## src/fsc_pkg.sv

```systemverilog
// fan speed controller shared types, constants and helpers
`default_nettype none

package fsc_pkg;

  localparam int unsigned NOW_W   = 32;
  localparam int unsigned RPM_W   = 16;
  localparam int unsigned TEMP_W  = 16;
  localparam int unsigned PCT_W   = 8;
  localparam int unsigned DRIVE_W = 7;
  localparam int unsigned NUM_W   = 24;
  localparam int unsigned APB_AW  = 6;
  localparam int unsigned APB_DW  = 64;

  localparam logic [PCT_W-1:0] PCT_MAX      = 8'd100;
  localparam logic [PCT_W-1:0] PCT_FALLBACK = 8'd97;
  localparam logic [PCT_W-1:0] STALL_BUMP   = 8'd10;

  typedef enum logic [1:0] {
    FAN_OFF   = 2'd0,
    FAN_STALL = 2'd1,
    FAN_START = 2'd2,
    FAN_ON    = 2'd3
  } fan_state_e;

  typedef enum logic [2:0] {
    REG_STALL_RPM    = 3'd0,
    REG_STALL_BUMP   = 3'd1,
    REG_STARTUP_MS   = 3'd2,
    REG_STALL_WAIT   = 3'd3,
    REG_MANUAL_MODE  = 3'd4,
    REG_MANUAL_TGT   = 3'd5,
    REG_CURVE_TEMPS  = 3'd6,
    REG_CURVE_PCTS   = 3'd7
  } reg_idx_e;

  typedef enum logic [1:0] {
    CLS_FIRST  = 2'd0,
    CLS_ABOVE  = 2'd1,
    CLS_INTERP = 2'd2,
    CLS_NONE   = 2'd3
  } curve_cls_e;

  typedef enum logic [2:0] {
    C_IDLE   = 3'd0,
    C_EVAL   = 3'd1,
    C_MUL0   = 3'd2,
    C_MUL1   = 3'd3,
    C_DIV_GO = 3'd4,
    C_DIV    = 3'd5,
    C_FIN    = 3'd6
  } ctrl_state_e;

  typedef struct packed {
    logic [15:0] stall_rpm;
    logic [6:0]  stall_bump_limit;
    logic [15:0] startup_ms;
    logic [15:0] stall_wait_ms;
    logic        manual_mode;
    logic [7:0]  manual_target;
    logic [63:0] curve_temps;
    logic [31:0] curve_pcts;
  } fsc_cfg_t;

  typedef struct packed {
    logic load_in;
    logic eval;
    logic mul0;
    logic mul1;
    logic div_go;
    logic commit;
  } fsc_cmd_t;

  typedef struct packed {
    logic need_div;
    logic div_done;
    logic out_free;
  } fsc_sts_t;

  function automatic logic [DRIVE_W-1:0] sat100(input logic [PCT_W-1:0] v);
    logic [DRIVE_W-1:0] r;
    r = (v > PCT_MAX) ? PCT_MAX[DRIVE_W-1:0] : v[DRIVE_W-1:0];
    return r;
  endfunction

endpackage

`default_nettype wire

```

## src/fsc_in_if.sv

```systemverilog
// tick input channel interface
`default_nettype none

interface fsc_in_if;
  logic               valid;
  logic               ready;
  logic [31:0]        now_ms;
  logic [15:0]        fan_rpm;
  logic signed [15:0] temperature;

  modport source (output valid, now_ms, fan_rpm, temperature, input ready);
  modport sink (input valid, now_ms, fan_rpm, temperature, output ready);
endinterface

`default_nettype wire

```

## src/fsc_out_if.sv

```systemverilog
// result output channel interface
`default_nettype none

interface fsc_out_if;
  logic       valid;
  logic       ready;
  logic [6:0] drive_pct;
  logic [1:0] fan_state;

  modport source (output valid, drive_pct, fan_state, input ready);
  modport sink (input valid, drive_pct, fan_state, output ready);
endinterface

`default_nettype wire

```

## src/fsc_regs.sv

```systemverilog
// apb configuration register file
`default_nettype none

module fsc_regs (
  input  wire logic                       clk_i,
  input  wire logic                       rst_ni,
  input  wire logic                       psel,
  input  wire logic                       penable,
  input  wire logic                       pwrite,
  input  wire logic [fsc_pkg::APB_AW-1:0] paddr,
  input  wire logic [fsc_pkg::APB_DW-1:0] pwdata,
  output logic      [fsc_pkg::APB_DW-1:0] prdata,
  output logic                            pready,
  output fsc_pkg::fsc_cfg_t               cfg_o
);
  import fsc_pkg::*;

  fsc_cfg_t cfg_q, cfg_d;
  reg_idx_e idx;
  logic     wr_en;

  assign idx    = reg_idx_e'(paddr[APB_AW-1:3]);
  assign wr_en  = psel && penable && pwrite;
  assign pready = 1'b1;
  assign cfg_o  = cfg_q;

  always_comb begin
    cfg_d = cfg_q;
    if (wr_en) begin
      case (idx)
        REG_STALL_RPM:   cfg_d.stall_rpm        = pwdata[15:0];
        REG_STALL_BUMP:  cfg_d.stall_bump_limit = pwdata[6:0];
        REG_STARTUP_MS:  cfg_d.startup_ms       = pwdata[15:0];
        REG_STALL_WAIT:  cfg_d.stall_wait_ms    = pwdata[15:0];
        REG_MANUAL_MODE: cfg_d.manual_mode      = pwdata[0];
        REG_MANUAL_TGT:  cfg_d.manual_target    = pwdata[7:0];
        REG_CURVE_TEMPS: cfg_d.curve_temps      = pwdata[63:0];
        REG_CURVE_PCTS:  cfg_d.curve_pcts       = pwdata[31:0];
        default:         cfg_d = cfg_q;
      endcase
    end
  end

  always_comb begin
    case (idx)
      REG_STALL_RPM:   prdata = APB_DW'(cfg_q.stall_rpm);
      REG_STALL_BUMP:  prdata = APB_DW'(cfg_q.stall_bump_limit);
      REG_STARTUP_MS:  prdata = APB_DW'(cfg_q.startup_ms);
      REG_STALL_WAIT:  prdata = APB_DW'(cfg_q.stall_wait_ms);
      REG_MANUAL_MODE: prdata = APB_DW'(cfg_q.manual_mode);
      REG_MANUAL_TGT:  prdata = APB_DW'(cfg_q.manual_target);
      REG_CURVE_TEMPS: prdata = cfg_q.curve_temps;
      REG_CURVE_PCTS:  prdata = APB_DW'(cfg_q.curve_pcts);
      default:         prdata = '0;
    endcase
  end

  always_ff @(posedge clk_i or negedge rst_ni) begin
    if (!rst_ni) begin
      cfg_q.stall_rpm        <= 16'd200;
      cfg_q.stall_bump_limit <= 7'd10;
      cfg_q.startup_ms       <= 16'd500;
      cfg_q.stall_wait_ms    <= 16'd2000;
      cfg_q.manual_mode      <= 1'b0;
      cfg_q.manual_target    <= 8'd0;
      cfg_q.curve_temps      <= 64'd0;
      cfg_q.curve_pcts       <= 32'd0;
    end else begin
      cfg_q <= cfg_d;
    end
  end

endmodule

`default_nettype wire

```

## src/fsc_div.sv

```systemverilog
// restoring divider, one quotient bit per cycle, quotient below 256
`default_nettype none

module fsc_div (
  input  wire logic                      clk_i,
  input  wire logic                      rst_ni,
  input  wire logic                      start_i,
  input  wire logic [fsc_pkg::NUM_W-1:0] dividend_i,
  input  wire logic [15:0]               divisor_i,
  output logic      [fsc_pkg::PCT_W-1:0] quotient_o,
  output logic                           done_o
);
  import fsc_pkg::*;

  logic [NUM_W-1:0] rem_q, rem_d;
  logic [NUM_W-1:0] dvs_q, dvs_d;
  logic [PCT_W-1:0] quo_q, quo_d;
  logic [2:0]       cnt_q, cnt_d;
  logic             busy_q, busy_d;
  logic             done_q, done_d;
  logic             fits;

  assign fits       = rem_q >= dvs_q;
  assign quotient_o = quo_q;
  assign done_o     = done_q;

  always_comb begin
    rem_d  = rem_q;
    dvs_d  = dvs_q;
    quo_d  = quo_q;
    cnt_d  = cnt_q;
    busy_d = busy_q;
    done_d = 1'b0;
    if (start_i) begin
      rem_d  = dividend_i;
      dvs_d  = {1'b0, divisor_i, 7'b0};
      cnt_d  = 3'd7;
      busy_d = 1'b1;
    end else if (busy_q) begin
      rem_d = fits ? rem_q - dvs_q : rem_q;
      quo_d = {quo_q[PCT_W-2:0], fits};
      dvs_d = {1'b0, dvs_q[NUM_W-1:1]};
      cnt_d = cnt_q - 3'd1;
      if (cnt_q == 3'd0) begin
        busy_d = 1'b0;
        done_d = 1'b1;
      end
    end
  end

  always_ff @(posedge clk_i or negedge rst_ni) begin
    if (!rst_ni) begin
      busy_q <= 1'b0;
      done_q <= 1'b0;
      cnt_q  <= 3'd0;
    end else begin
      busy_q <= busy_d;
      done_q <= done_d;
      cnt_q  <= cnt_d;
    end
  end

  always_ff @(posedge clk_i) begin
    rem_q <= rem_d;
    dvs_q <= dvs_d;
    quo_q <= quo_d;
  end

endmodule

`default_nettype wire

```

## src/fsc_dp.sv

```systemverilog
// datapath: tick latch, curve lookup, fan state update and result register
`default_nettype none

module fsc_dp #(
  parameter int unsigned CURVE_POINTS = 4
) (
  input  wire logic                       clk_i,
  input  wire logic                       rst_ni,
  input  wire fsc_pkg::fsc_cfg_t          cfg_i,
  input  wire fsc_pkg::fsc_cmd_t          cmd_i,
  output fsc_pkg::fsc_sts_t               sts_o,
  input  wire logic [fsc_pkg::NOW_W-1:0]  now_ms_i,
  input  wire logic [fsc_pkg::RPM_W-1:0]  fan_rpm_i,
  input  wire logic signed [fsc_pkg::TEMP_W-1:0] temperature_i,
  fsc_out_if.source                       out_if
);
  import fsc_pkg::*;

  // tick beat
  logic [NOW_W-1:0]         now_q;
  logic [RPM_W-1:0]         rpm_q;
  logic signed [TEMP_W-1:0] temp_q;

  // curve points
  logic signed [TEMP_W-1:0] ct [CURVE_POINTS];
  logic [PCT_W-1:0]         cp [CURVE_POINTS];
  logic [CURVE_POINTS-2:0]  hit;

  curve_cls_e               cls, cls_q;
  logic signed [TEMP_W-1:0] lo, hi, lo_q, hi_q;
  logic [PCT_W-1:0]         pa, pb, pa_q, pb_q;
  logic                     need_curve;

  // interpolation
  logic signed [TEMP_W:0]   d_hi, d_lo, d_t;
  logic [NUM_W-1:0]         acc_q;
  logic [15:0]              dt_q;
  logic [PCT_W-1:0]         quo;
  logic                     div_done;

  // fan state
  fan_state_e               fan_q, fan_d;
  logic                     entered_q, entered_d;
  logic [DRIVE_W-1:0]       drive_q, drive_d;
  logic [PCT_W-1:0]         target_q, target_d;
  logic [NOW_W-1:0]         mark_q, mark_d;
  logic [PCT_W-1:0]         cv;
  logic                     first;

  // result register
  logic                     ovalid_q;
  logic [DRIVE_W-1:0]       odrive_q;
  fan_state_e               ostate_q;
  logic                     out_free;

  always_comb begin
    for (int k = 0; k < CURVE_POINTS; k++) begin
      ct[k] = cfg_i.curve_temps[16*k +: 16];
      cp[k] = cfg_i.curve_pcts[8*k +: 8];
    end
  end

  always_comb begin
    for (int k = 0; k < CURVE_POINTS - 1; k++) begin
      hit[k] = (temp_q > ct[k]) && (temp_q <= ct[k+1]);
    end
  end

  // first matching interval wins
  always_comb begin
    lo = ct[0];
    hi = ct[1];
    pa = cp[0];
    pb = cp[1];
    for (int k = CURVE_POINTS - 2; k >= 0; k--) begin
      if (hit[k]) begin
        lo = ct[k];
        hi = ct[k+1];
        pa = cp[k];
        pb = cp[k+1];
      end
    end
  end

  always_comb begin
    if (temp_q <= ct[0]) begin
      cls = CLS_FIRST;
    end else if (temp_q > ct[CURVE_POINTS-1]) begin
      cls = CLS_ABOVE;
    end else if (|hit) begin
      cls = CLS_INTERP;
    end else begin
      cls = CLS_NONE;
    end
  end

  assign need_curve = (fan_q == FAN_OFF) || ((fan_q == FAN_ON) && !cfg_i.manual_mode);

  assign d_hi = {hi_q[TEMP_W-1], hi_q} - {temp_q[TEMP_W-1], temp_q};
  assign d_lo = {temp_q[TEMP_W-1], temp_q} - {lo_q[TEMP_W-1], lo_q};
  assign d_t  = {hi_q[TEMP_W-1], hi_q} - {lo_q[TEMP_W-1], lo_q};

  fsc_div u_div (
    .clk_i      (clk_i),
    .rst_ni     (rst_ni),
    .start_i    (cmd_i.div_go),
    .dividend_i (acc_q),
    .divisor_i  (dt_q),
    .quotient_o (quo),
    .done_o     (div_done)
  );

  always_comb begin
    case (cls_q)
      CLS_FIRST:  cv = cp[0];
      CLS_ABOVE:  cv = PCT_MAX;
      CLS_INTERP: cv = quo;
      CLS_NONE:   cv = PCT_FALLBACK;
      default:    cv = PCT_FALLBACK;
    endcase
  end

  assign first = !entered_q;

  always_comb begin
    fan_d    = fan_q;
    drive_d  = drive_q;
    target_d = target_q;
    mark_d   = mark_q;
    case (fan_q)
      FAN_OFF: begin
        if (first) begin
          drive_d = '0;
        end
        target_d = cv;
        if (target_d != '0) begin
          fan_d = FAN_START;
        end
      end
      FAN_STALL: begin
        if (first) begin
          drive_d = '0;
          mark_d  = now_q;
        end
        if (target_q < {1'b0, cfg_i.stall_bump_limit}) begin
          target_d = target_q + STALL_BUMP;
        end
        if ((now_q - mark_d) > NOW_W'(cfg_i.stall_wait_ms)) begin
          fan_d = FAN_START;
        end
      end
      FAN_START: begin
        if (first) begin
          drive_d = PCT_MAX[DRIVE_W-1:0];
          mark_d  = now_q;
        end
        if ((now_q - mark_d) > NOW_W'(cfg_i.startup_ms)) begin
          fan_d = FAN_ON;
        end
      end
      FAN_ON: begin
        target_d = cfg_i.manual_mode ? PCT_W'(sat100(cfg_i.manual_target)) : cv;
        drive_d  = sat100(target_d);
        if (target_d == '0) begin
          fan_d = FAN_OFF;
        end
        if (rpm_q < cfg_i.stall_rpm) begin
          fan_d = FAN_STALL;
        end
      end
      default: fan_d = fan_q;
    endcase
    entered_d = (fan_d == fan_q);
  end

  assign out_free = !ovalid_q || out_if.ready;

  assign sts_o.need_div = need_curve && (cls == CLS_INTERP);
  assign sts_o.div_done = div_done;
  assign sts_o.out_free = out_free;

  assign out_if.valid     = ovalid_q;
  assign out_if.drive_pct = odrive_q;
  assign out_if.fan_state = ostate_q;

  always_ff @(posedge clk_i or negedge rst_ni) begin
    if (!rst_ni) begin
      fan_q     <= FAN_OFF;
      entered_q <= 1'b1;
      drive_q   <= '0;
      target_q  <= '0;
      mark_q    <= '0;
      ovalid_q  <= 1'b0;
    end else begin
      if (cmd_i.commit) begin
        fan_q     <= fan_d;
        entered_q <= entered_d;
        drive_q   <= drive_d;
        target_q  <= target_d;
        mark_q    <= mark_d;
        ovalid_q  <= 1'b1;
      end else if (out_if.ready) begin
        ovalid_q  <= 1'b0;
      end
    end
  end

  always_ff @(posedge clk_i) begin
    if (cmd_i.load_in) begin
      now_q  <= now_ms_i;
      rpm_q  <= fan_rpm_i;
      temp_q <= temperature_i;
    end
    if (cmd_i.eval) begin
      cls_q <= cls;
      lo_q  <= lo;
      hi_q  <= hi;
      pa_q  <= pa;
      pb_q  <= pb;
    end
    if (cmd_i.mul0) begin
      acc_q <= NUM_W'(pa_q * d_hi[TEMP_W-1:0]);
      dt_q  <= d_t[TEMP_W-1:0];
    end
    if (cmd_i.mul1) begin
      acc_q <= acc_q + NUM_W'(pb_q * d_lo[TEMP_W-1:0]);
    end
    if (cmd_i.commit) begin
      odrive_q <= drive_d;
      ostate_q <= fan_d;
    end
  end

  a_drive_sat: assert property (@(posedge clk_i) disable iff (!rst_ni)
    out_if.valid |-> out_if.drive_pct <= PCT_MAX[DRIVE_W-1:0])
    else $error("drive above full scale");

  a_entry_flag: assert property (@(posedge clk_i) disable iff (!rst_ni)
    cmd_i.commit |=> (entered_q == (fan_q == $past(fan_q))))
    else $error("entry flag out of step with state change");

endmodule

`default_nettype wire

```

## src/fsc_ctrl.sv

```systemverilog
// tick sequencer
`default_nettype none

module fsc_ctrl (
  input  wire logic              clk_i,
  input  wire logic              rst_ni,
  input  wire logic              in_valid_i,
  output logic                   in_ready_o,
  input  wire fsc_pkg::fsc_sts_t sts_i,
  output fsc_pkg::fsc_cmd_t      cmd_o
);
  import fsc_pkg::*;

  ctrl_state_e state_q, state_d;

  always_comb begin
    state_d = state_q;
    case (state_q)
      C_IDLE:   if (in_valid_i) state_d = C_EVAL;
      C_EVAL:   state_d = sts_i.need_div ? C_MUL0 : C_FIN;
      C_MUL0:   state_d = C_MUL1;
      C_MUL1:   state_d = C_DIV_GO;
      C_DIV_GO: state_d = C_DIV;
      C_DIV:    if (sts_i.div_done) state_d = C_FIN;
      C_FIN:    if (sts_i.out_free) state_d = C_IDLE;
      default:  state_d = C_IDLE;
    endcase
  end

  always_comb begin
    in_ready_o    = (state_q == C_IDLE);
    cmd_o.load_in = (state_q == C_IDLE) && in_valid_i;
    cmd_o.eval    = (state_q == C_EVAL);
    cmd_o.mul0    = (state_q == C_MUL0);
    cmd_o.mul1    = (state_q == C_MUL1);
    cmd_o.div_go  = (state_q == C_DIV_GO);
    cmd_o.commit  = (state_q == C_FIN) && sts_i.out_free;
  end

  always_ff @(posedge clk_i or negedge rst_ni) begin
    if (!rst_ni) begin
      state_q <= C_IDLE;
    end else begin
      state_q <= state_d;
    end
  end

  a_div_done_place: assert property (@(posedge clk_i) disable iff (!rst_ni)
    sts_i.div_done |-> state_q == C_DIV)
    else $error("divider finished outside its wait state");

  a_commit_free: assert property (@(posedge clk_i) disable iff (!rst_ni)
    cmd_o.commit |-> sts_i.out_free)
    else $error("result written over a pending beat");

endmodule

`default_nettype wire

```

## src/fan_speed_controller_top.sv

```systemverilog
// fan speed controller top level
//
// One input beat is a control tick (time, rpm, temperature); each tick gives exactly one
// result beat with the drive percentage and the fan state. A tick passes through the idle,
// eval and fin states, or, when the temperature falls inside a curve segment and the fan
// state uses the curve (off, or on in automatic mode), through idle, eval, mul0, mul1,
// div_go, div and fin; the long case is set by the curve interpolation, two multiply steps
// and an 8-step restoring divider. Ticks are processed one at a time; the next tick is
// accepted once the current one is written to the output register, even if that result is
// not yet taken. A result still waiting in the output register holds the next tick in fin.
// Configuration is written over APB, registers at byte address 8*index, 64-bit data.
`default_nettype none

module fan_speed_controller_top #(
  parameter int unsigned CURVE_POINTS = 4
) (
  input  wire logic                       clk_i,
  input  wire logic                       rst_ni,
  input  wire logic                       psel,
  input  wire logic                       penable,
  input  wire logic                       pwrite,
  input  wire logic [fsc_pkg::APB_AW-1:0] paddr,
  input  wire logic [fsc_pkg::APB_DW-1:0] pwdata,
  output logic      [fsc_pkg::APB_DW-1:0] prdata,
  output logic                            pready,
  fsc_in_if.sink                          in_if,
  fsc_out_if.source                       out_if
);
  import fsc_pkg::*;

  fsc_cfg_t cfg;
  fsc_cmd_t cmd;
  fsc_sts_t sts;
  logic     in_ready;

  assign in_if.ready = in_ready;

  fsc_regs u_regs (
    .clk_i   (clk_i),
    .rst_ni  (rst_ni),
    .psel    (psel),
    .penable (penable),
    .pwrite  (pwrite),
    .paddr   (paddr),
    .pwdata  (pwdata),
    .prdata  (prdata),
    .pready  (pready),
    .cfg_o   (cfg)
  );

  fsc_ctrl u_ctrl (
    .clk_i      (clk_i),
    .rst_ni     (rst_ni),
    .in_valid_i (in_if.valid),
    .in_ready_o (in_ready),
    .sts_i      (sts),
    .cmd_o      (cmd)
  );

  fsc_dp #(
    .CURVE_POINTS (CURVE_POINTS)
  ) u_dp (
    .clk_i         (clk_i),
    .rst_ni        (rst_ni),
    .cfg_i         (cfg),
    .cmd_i         (cmd),
    .sts_o         (sts),
    .now_ms_i      (in_if.now_ms),
    .fan_rpm_i     (in_if.fan_rpm),
    .temperature_i (in_if.temperature),
    .out_if        (out_if)
  );

endmodule

`default_nettype wire
```

## src/flat_wrapper.sv

```systemverilog
// flat-port wrapper written by rule: the top's interface ports become plain ports
module fan_speed_controller_top_flat import fsc_pkg::*;
#(
  parameter int unsigned CURVE_POINTS = 4
)
  (clk_i, rst_ni, psel, penable, pwrite, paddr, pwdata, prdata, pready, in_if_valid, in_if_now_ms, in_if_fan_rpm, in_if_temperature, in_if_ready, out_if_valid, out_if_drive_pct, out_if_fan_state, out_if_ready);
  fsc_in_if in_if_i ();
  fsc_out_if out_if_i ();
  input  wire logic clk_i;
  input  wire logic rst_ni;
  input  wire logic psel;
  input  wire logic penable;
  input  wire logic pwrite;
  input  wire logic [fsc_pkg::APB_AW-1:0] paddr;
  input  wire logic [fsc_pkg::APB_DW-1:0] pwdata;
  output logic      [fsc_pkg::APB_DW-1:0] prdata;
  output logic pready;
  input wire logic [$bits(in_if_i.valid)-1:0] in_if_valid;
  input wire logic [$bits(in_if_i.now_ms)-1:0] in_if_now_ms;
  input wire logic [$bits(in_if_i.fan_rpm)-1:0] in_if_fan_rpm;
  input wire logic [$bits(in_if_i.temperature)-1:0] in_if_temperature;
  output wire logic [$bits(in_if_i.ready)-1:0] in_if_ready;
  output wire logic [$bits(out_if_i.valid)-1:0] out_if_valid;
  output wire logic [$bits(out_if_i.drive_pct)-1:0] out_if_drive_pct;
  output wire logic [$bits(out_if_i.fan_state)-1:0] out_if_fan_state;
  input wire logic [$bits(out_if_i.ready)-1:0] out_if_ready;
  assign in_if_i.valid = in_if_valid;
  assign in_if_i.now_ms = in_if_now_ms;
  assign in_if_i.fan_rpm = in_if_fan_rpm;
  assign in_if_i.temperature = in_if_temperature;
  assign in_if_ready = in_if_i.ready;
  assign out_if_valid = out_if_i.valid;
  assign out_if_drive_pct = out_if_i.drive_pct;
  assign out_if_fan_state = out_if_i.fan_state;
  assign out_if_i.ready = out_if_ready;
  fan_speed_controller_top #(.CURVE_POINTS(CURVE_POINTS)) u_core (.clk_i(clk_i), .rst_ni(rst_ni), .psel(psel), .penable(penable), .pwrite(pwrite), .paddr(paddr), .pwdata(pwdata), .prdata(prdata), .pready(pready), .in_if(in_if_i), .out_if(out_if_i));
endmodule
```

## config.mk

```make
export PLATFORM = sky130hd
export DESIGN_NAME = fan_speed_controller_top_flat
export DESIGN_NICKNAME = d
export VERILOG_FILES = /design/src/fsc_pkg.sv /design/src/fsc_in_if.sv /design/src/fsc_out_if.sv /design/src/fsc_regs.sv /design/src/fsc_div.sv /design/src/fsc_dp.sv /design/src/fsc_ctrl.sv /design/src/fan_speed_controller_top.sv /design/src/flat_wrapper.sv
export SDC_FILE = /design/constraint.sdc
export NUM_CORES = 2
export LEC_CHECK = 0
export BUFFER_PORTS_ARGS = -buffer_cell sky130_fd_sc_hd__buf_4
export CAP_MARGIN = 30
export CORE_MARGIN = 2
export CORE_UTILIZATION = 40
export DETAILED_ROUTE_END_ITERATION = 10
export SYNTH_ARGS = -nofsm -noshare
export SYNTH_HDL_FRONTEND = slang
export SYNTH_SLANG_ARGS = --single-unit
```

## constraint.sdc

```tcl
create_clock -name clk_i -period 12.1 [get_ports clk_i]
set_input_delay 0 -clock clk_i [delete_from_list [all_inputs] [get_ports clk_i]]
set_output_delay 0 -clock clk_i [all_outputs]
set_load 0.01 [all_outputs]
```

After elaboration in Yosys (flattened, before gate mapping). Index checks and enable logic that the tools add are counted.

Input bits: 141. Output and inout port bits: 76. Register bits after elaboration: 429.

Eq/ne operators: 24. Bitwise logic cells: 1. $lt $le $gt $ge: 14. $mul: 2. Add/sub/neg operators: 8. Reduce and logical (&&, ||, !) cells: 39. Multiplexer cells: 55.

Operator list (number): 64-bit one-hot mux with 8 select lines (1); 24-bit two-way mux (5); 16-bit two-way mux (6); 32-bit two-way mux (3); 16-bit greater-than comparator (4); 32-bit by 16-bit greater-than comparator with 1-bit output (2); 16-bit <= comparator (4); 32-bit one-hot mux with 2 select lines (1); 32-bit subtractor (2); 8-bit two-way mux (7); 8-bit by 16-bit multiplier with 24-bit output (2); 16-bit subtractor (3); 23-bit two-way mux (2); 8-bit one-hot mux with 4 select lines (1); 7-bit two-way mux (4); 24-bit adder (1); 24-bit by 23-bit greater-or-equal comparator with 1-bit output (1); 24-bit by 23-bit subtractor with 24-bit output (1); 2-bit AND reduction (11); 3-bit equality test (second input constant) (7); 3-bit one-hot mux with 7 select lines (1); 7-bit one-hot mux with 3 select lines (1); 3-bit two-way mux (6); 8-bit by 7-bit greater-than comparator with 1-bit output (second input constant) (2); 23 further kinds (65).

Logic depth before layout (Yosys ltp).
Word-level depth: 10. Mapped depth: 32.

By module. Synthesis repeated with hierarchy kept, for this count alone.

Cell total of the unflattened synthesis: 3671. Area, all modules: 36247.3 sq um.

Modules (own cells, without submodules): fsc_dp (instances 1, area each 24835.1 sq um, cells each 2713); fsc_regs (instances 1, area each 7209.4 sq um, cells each 517); fsc_div (instances 1, area each 3976.3 sq um, cells each 417); fsc_ctrl (instances 1, area each 226.5 sq um, cells each 24).

Worst setup path before layout. No wires, ideal clock.

Path kind: reg-to-reg. Start point: register u_core.u_dp.temp_q[0]. End point: register u_core.u_dp.acc_q[23], data pin. Buffers on the path: 0. Setup time: 261 ps. Arrival: 7124 ps. Cell stages (with the launch flop): 32. Path slack: 4715 ps. Required time: 11839 ps. Path through: edfxtp_1 > inv_1 > ha_1 > fa_1 > nor2b_1 > o21ai_0 > a21boi_0 > o21ai_0 > a21boi_0 > o21ai_0 > a21oi_1 > o41ai_1 > or4b_2 > o211ai_1 > nand2_1 > fa_1 > inv_1 > fa_1 > fa_1 > inv_1 > fa_1 > inv_1 > ha_1 > inv_1 > nor2_1 > o21ai_0 > inv_1 > a2111oi_0 > nor3_1 > o31ai_1 > mux2i_1 > a311o_1.

Cells in the longest elaborated chain, start to end: 4.

Ends and longest elaborated chain: start: declaration (line fsc_dp.sv:22) `logic signed [TEMP_W-1:0] temp_q;`; start signal: assignment (line fsc_dp.sv:212) `temp_q <= temperature_i;`; 16-bit subtractor (on tied branches) (line fsc_dp.sv:100, fsc_dp.sv:99); 8-bit by 16-bit multiplier with 24-bit output (on tied branches) (line fsc_dp.sv:226, fsc_dp.sv:222); 24-bit adder or 24-bit two-way mux (tied branches) (line fsc_dp.sv:226, fsc_dp.sv:221); 24-bit two-way mux * (line fsc_dp.sv:225) `if (cmd_i.mul1) begin`; end signal: assignment (line fsc_dp.sv:222) `acc_q <= NUM_W'(pa_q * d_hi[TEMP_W-1:0]);`; end signal: assignment (line fsc_dp.sv:226) `acc_q <= acc_q + NUM_W'(pb_q * d_lo[TEMP_W-1:0]);`; end: declaration (line fsc_dp.sv:36) `logic [NUM_W-1:0] acc_q;`.

Every way passes the cells marked *; elsewhere a longest branch is shown, timed or not. The select of a mux whose other input is x is not followed. A chain may end at the register's enable or synchronous reset.

Worst setup path after layout. Same ends and word-level chain as after synthesis.

==> flow_summary.ini <==
[synthesis]
synth-edff-count = 211
synth_seq_cells = 429
synth.distinct_cells = 86
ys.flop_type = edfxtp_1
syn_area_sq_um = 35000
ys_async_sr_fraction_pct = 49.2
synthCells = 3677
synth_nets = 4316
yosysSeqAreaShare_pct = 33.7
syn_avg_cell_area_sq_um = 9.51
ys_warn_count = 0

[timing]
rsz0062_at_grt = no
finalCritPeriodShare_pct = 74.4
skew_ps = 27.0
period_needed_ps = 9010
hold_violations = 0
fmax_mhz = 111
slew_headroom_pct = 30.8
slew_viol_final = 0
tightest_slew_ps = 1040
hold-worst-slack_ps = 83.7
finalSetupTns_ps = 0
setup_viol = 0

[die]
start_util_pct = 40.3
die_h_um = 300
ios = 217
row_count = 108
die_area_sq_um = 89800
dieWidth_um = 300
core_sq_um = 86800

[worst_setup_path]
r2r_slack_ps = 3090
crit_path_start_kind = flip-flop
required_ps = 12470
cp_top_family = compound AO/OA/AOI/OAI gates
setup.worst_path.end = u_core.u_dp.acc_q[23]
worstSetupPathType = reg -> reg
crit_fanout = 8
reg2reg_from = u_core.u_dp.temp_q[0]
setup.worst_path.end_class = flip-flop
critical_path_buf_inv_count = 6
startpoint = u_core.u_dp.temp_q[0]
reg2reg_to = u_core.u_dp.acc_q[23]
slowest_stage = a2111oi_0
crit_arrival_ps = 9380
crit_top_cell = inv_1
slowest_delay_ps = 680
rr_worst_depth = 31
path_depth = 31

[place]
portBuffers = 212
place_congestion = 0.916
dp_cells = 4921
dp_hpwl_um = 77000

[run]
drv_cap = 0

[layout]
layout-drive-gt1-share_pct = 11.9
area_growth_syn_to_layout_pct = 16.9
final_cell_count_no_fill = 5151
fin_util_pct = 47.1
fillers = 8250
layout.nets = 4591

[route]
vias_per_cell = 5.40
wl_per_cell_um = 19.9
drt-initial-drc-count = 2082
dr.pass1.iters = 5
wl_um = 102000
drtAntennaViolNets = 0
route.detailed.drc = 0
via_count = 27834

[clock_tree]
clk_path_buf_depth = 3
cts_buffers = 51
h-tree-depth = 2
clock-sinks = 429
root_buffer = clkbuf_16
clk_pin_slew_ps = 60
cts_tree = yes
insertion_delay_ps = 640
postCtsSetupRepairBufs = 0

[min_path]
hp-class = in -> reg

[grt]
grt_pass1_vias = 27728
grt_pass1_wl_um = 159000
grt_antenna_before_repair = 6
grt_max_degree = 112
grt_overflow = 0
track_usage_pct = 22.7

[outcome]
status = completed
[flip-flops by register name (all words and copies together), names as in the netlist, 16 cells and up]
register	flops
u_core.u_dp.mark_q	32
u_core.u_dp.rpm_q	16
u_core.u_dp.lo_q	16
u_core.u_dp.u_div.rem_q	24
u_core.u_dp.acc_q	24
u_core.u_dp.dt_q	16
u_core.u_dp.u_div.dvs_q	23
u_core.u_dp.temp_q	16
u_core.u_dp.hi_q	16
u_core.u_regs.cfg_o	160
u_core.u_dp.now_q	32
[timing repair]
action,in CTS,in global routing
hold endpoints to repair,324,0
gates resized for setup,0,0
hold buffers,133,0
[metrics by stage]
stage	setup slack, ps	cell area (sq um)
after global placement	3340	37700
after detailed placement	3300	37700
after floorplan	4720	35000
after CTS	3240	40900
after global routing	2620	40900
final	3090	40900
[cell families after synthesis]
logic type	after synthesis	synth area share, %
flops	429	33.7
compound gates	778	14.3
other cells	1	0.0107
xor+xnor	108	2.71
buf+inv	624	6.71
fa+ha+maj	498	22.0
simple gates	1083	15.6
mux	156	5.00
[worst min-delay path by stage]
stage                           from                        to  slack (ps)  cells after the start
global route        in_if_now_ms[30]     u_core.u_dp.now_q[30]          60                      2
finish              in_if_fan_rpm[0]      u_core.u_dp.rpm_q[0]          80                      2
floorplan                     rst_ni  u_core.u_ctrl.state_q[0]        -300                      0
CTS                 in_if_now_ms[30]     u_core.u_dp.now_q[30]          40                      2
global placement              rst_ni    u_core.u_dp.mark_q[18]          50                      1
detailed placement            rst_ni    u_core.u_dp.mark_q[17]          50                      1
[cells in the final DEF, fill, tap and decap left out, types with 168 or more instances in the layout]
master	instances
ha_1	303
nor2_1	168
dfrtp_1	193
nand2_1	351
edfxtp_1	211
buf_4	243
o21ai_0	224
inv_1	466
fa_1	195
and2_1	173
[synth_stat cells (all sizes together) (9+ instances only)]
master   number  share of area, %
inv         466               5.0
nor4         10              0.18
o21a         35              0.75
dfrtp       193                14
clkbuf      141               1.5
dfstp        18               1.4
nand2b       33              0.59
mux2         86               2.8
and2        174               3.1
o21bai       12              0.26
and3         56               1.0
or3          22              0.39
nand3        69              0.99
mux2i        64               1.8
nor2        169               1.8
a2bb2oi      48               1.2
edfxtp      211                18
a21oi       167               2.4
a22o         24              0.60
nor4b        12              0.30
a21boi       19              0.41
fa          195                11
buf          15              0.17
nand4        33              0.59
nor2b        59               1.1
nand2       353               3.8
ha          303                11
or4b          9              0.26
xnor2        73               1.8
a31oi        14              0.25
o21ai       226               3.2
a22oi        10              0.21
a21o         50               1.1
o211ai       16              0.36
o22ai        60               1.1
o31ai        16              0.34
xor2         35              0.88
nor3         47              0.69
a211oi       17              0.37
[worst register-to-register path, delay by kind of cell, from the launching register on]
kind	cells	cell delay, ps
fa+ha+maj	7	2910
compound gates	12	3590
simple gates	5	1070
buf+inv	6	680
mux	1	130
flops	1	380
[metal layers]
| metal | share of wire, % | up-vias | wire length (um) | global-route usage, % |
|---|---|---|---|---|
| li1 | - | 13272 | - | - |
| met5 | 0.013 | - | 13 | 0 |
| met3 | 6.2 | 179 | 6310 | 3.57 |
| met2 | 47 | 774 | 48100 | 37.7 |
| met4 | 3.1 | 2 | 3190 | 7.06 |
| met1 | 44 | 13607 | 44700 | 30.4 |
[final cells by class]
type | instances | area [sq um] | area share (%)
multi-input combinational | 2624 | 20900 | 51.1
sequential | 429 | 11800 | 28.8
timing repair buffer | 378 | 3220 | 7.87
inverter | 468 | 1760 | 4.30
tap | 1155 | 1450 | 3.54
clock buffer | 65 | 1400 | 3.43
clock inverter | 31 | 390 | 0.955
antenna | 1 | 2.50 | 0.00612
Power is left out: the tool's default activity adds up to more than one toggle a clock period on the data nets, which glitch-free logic cannot reach.
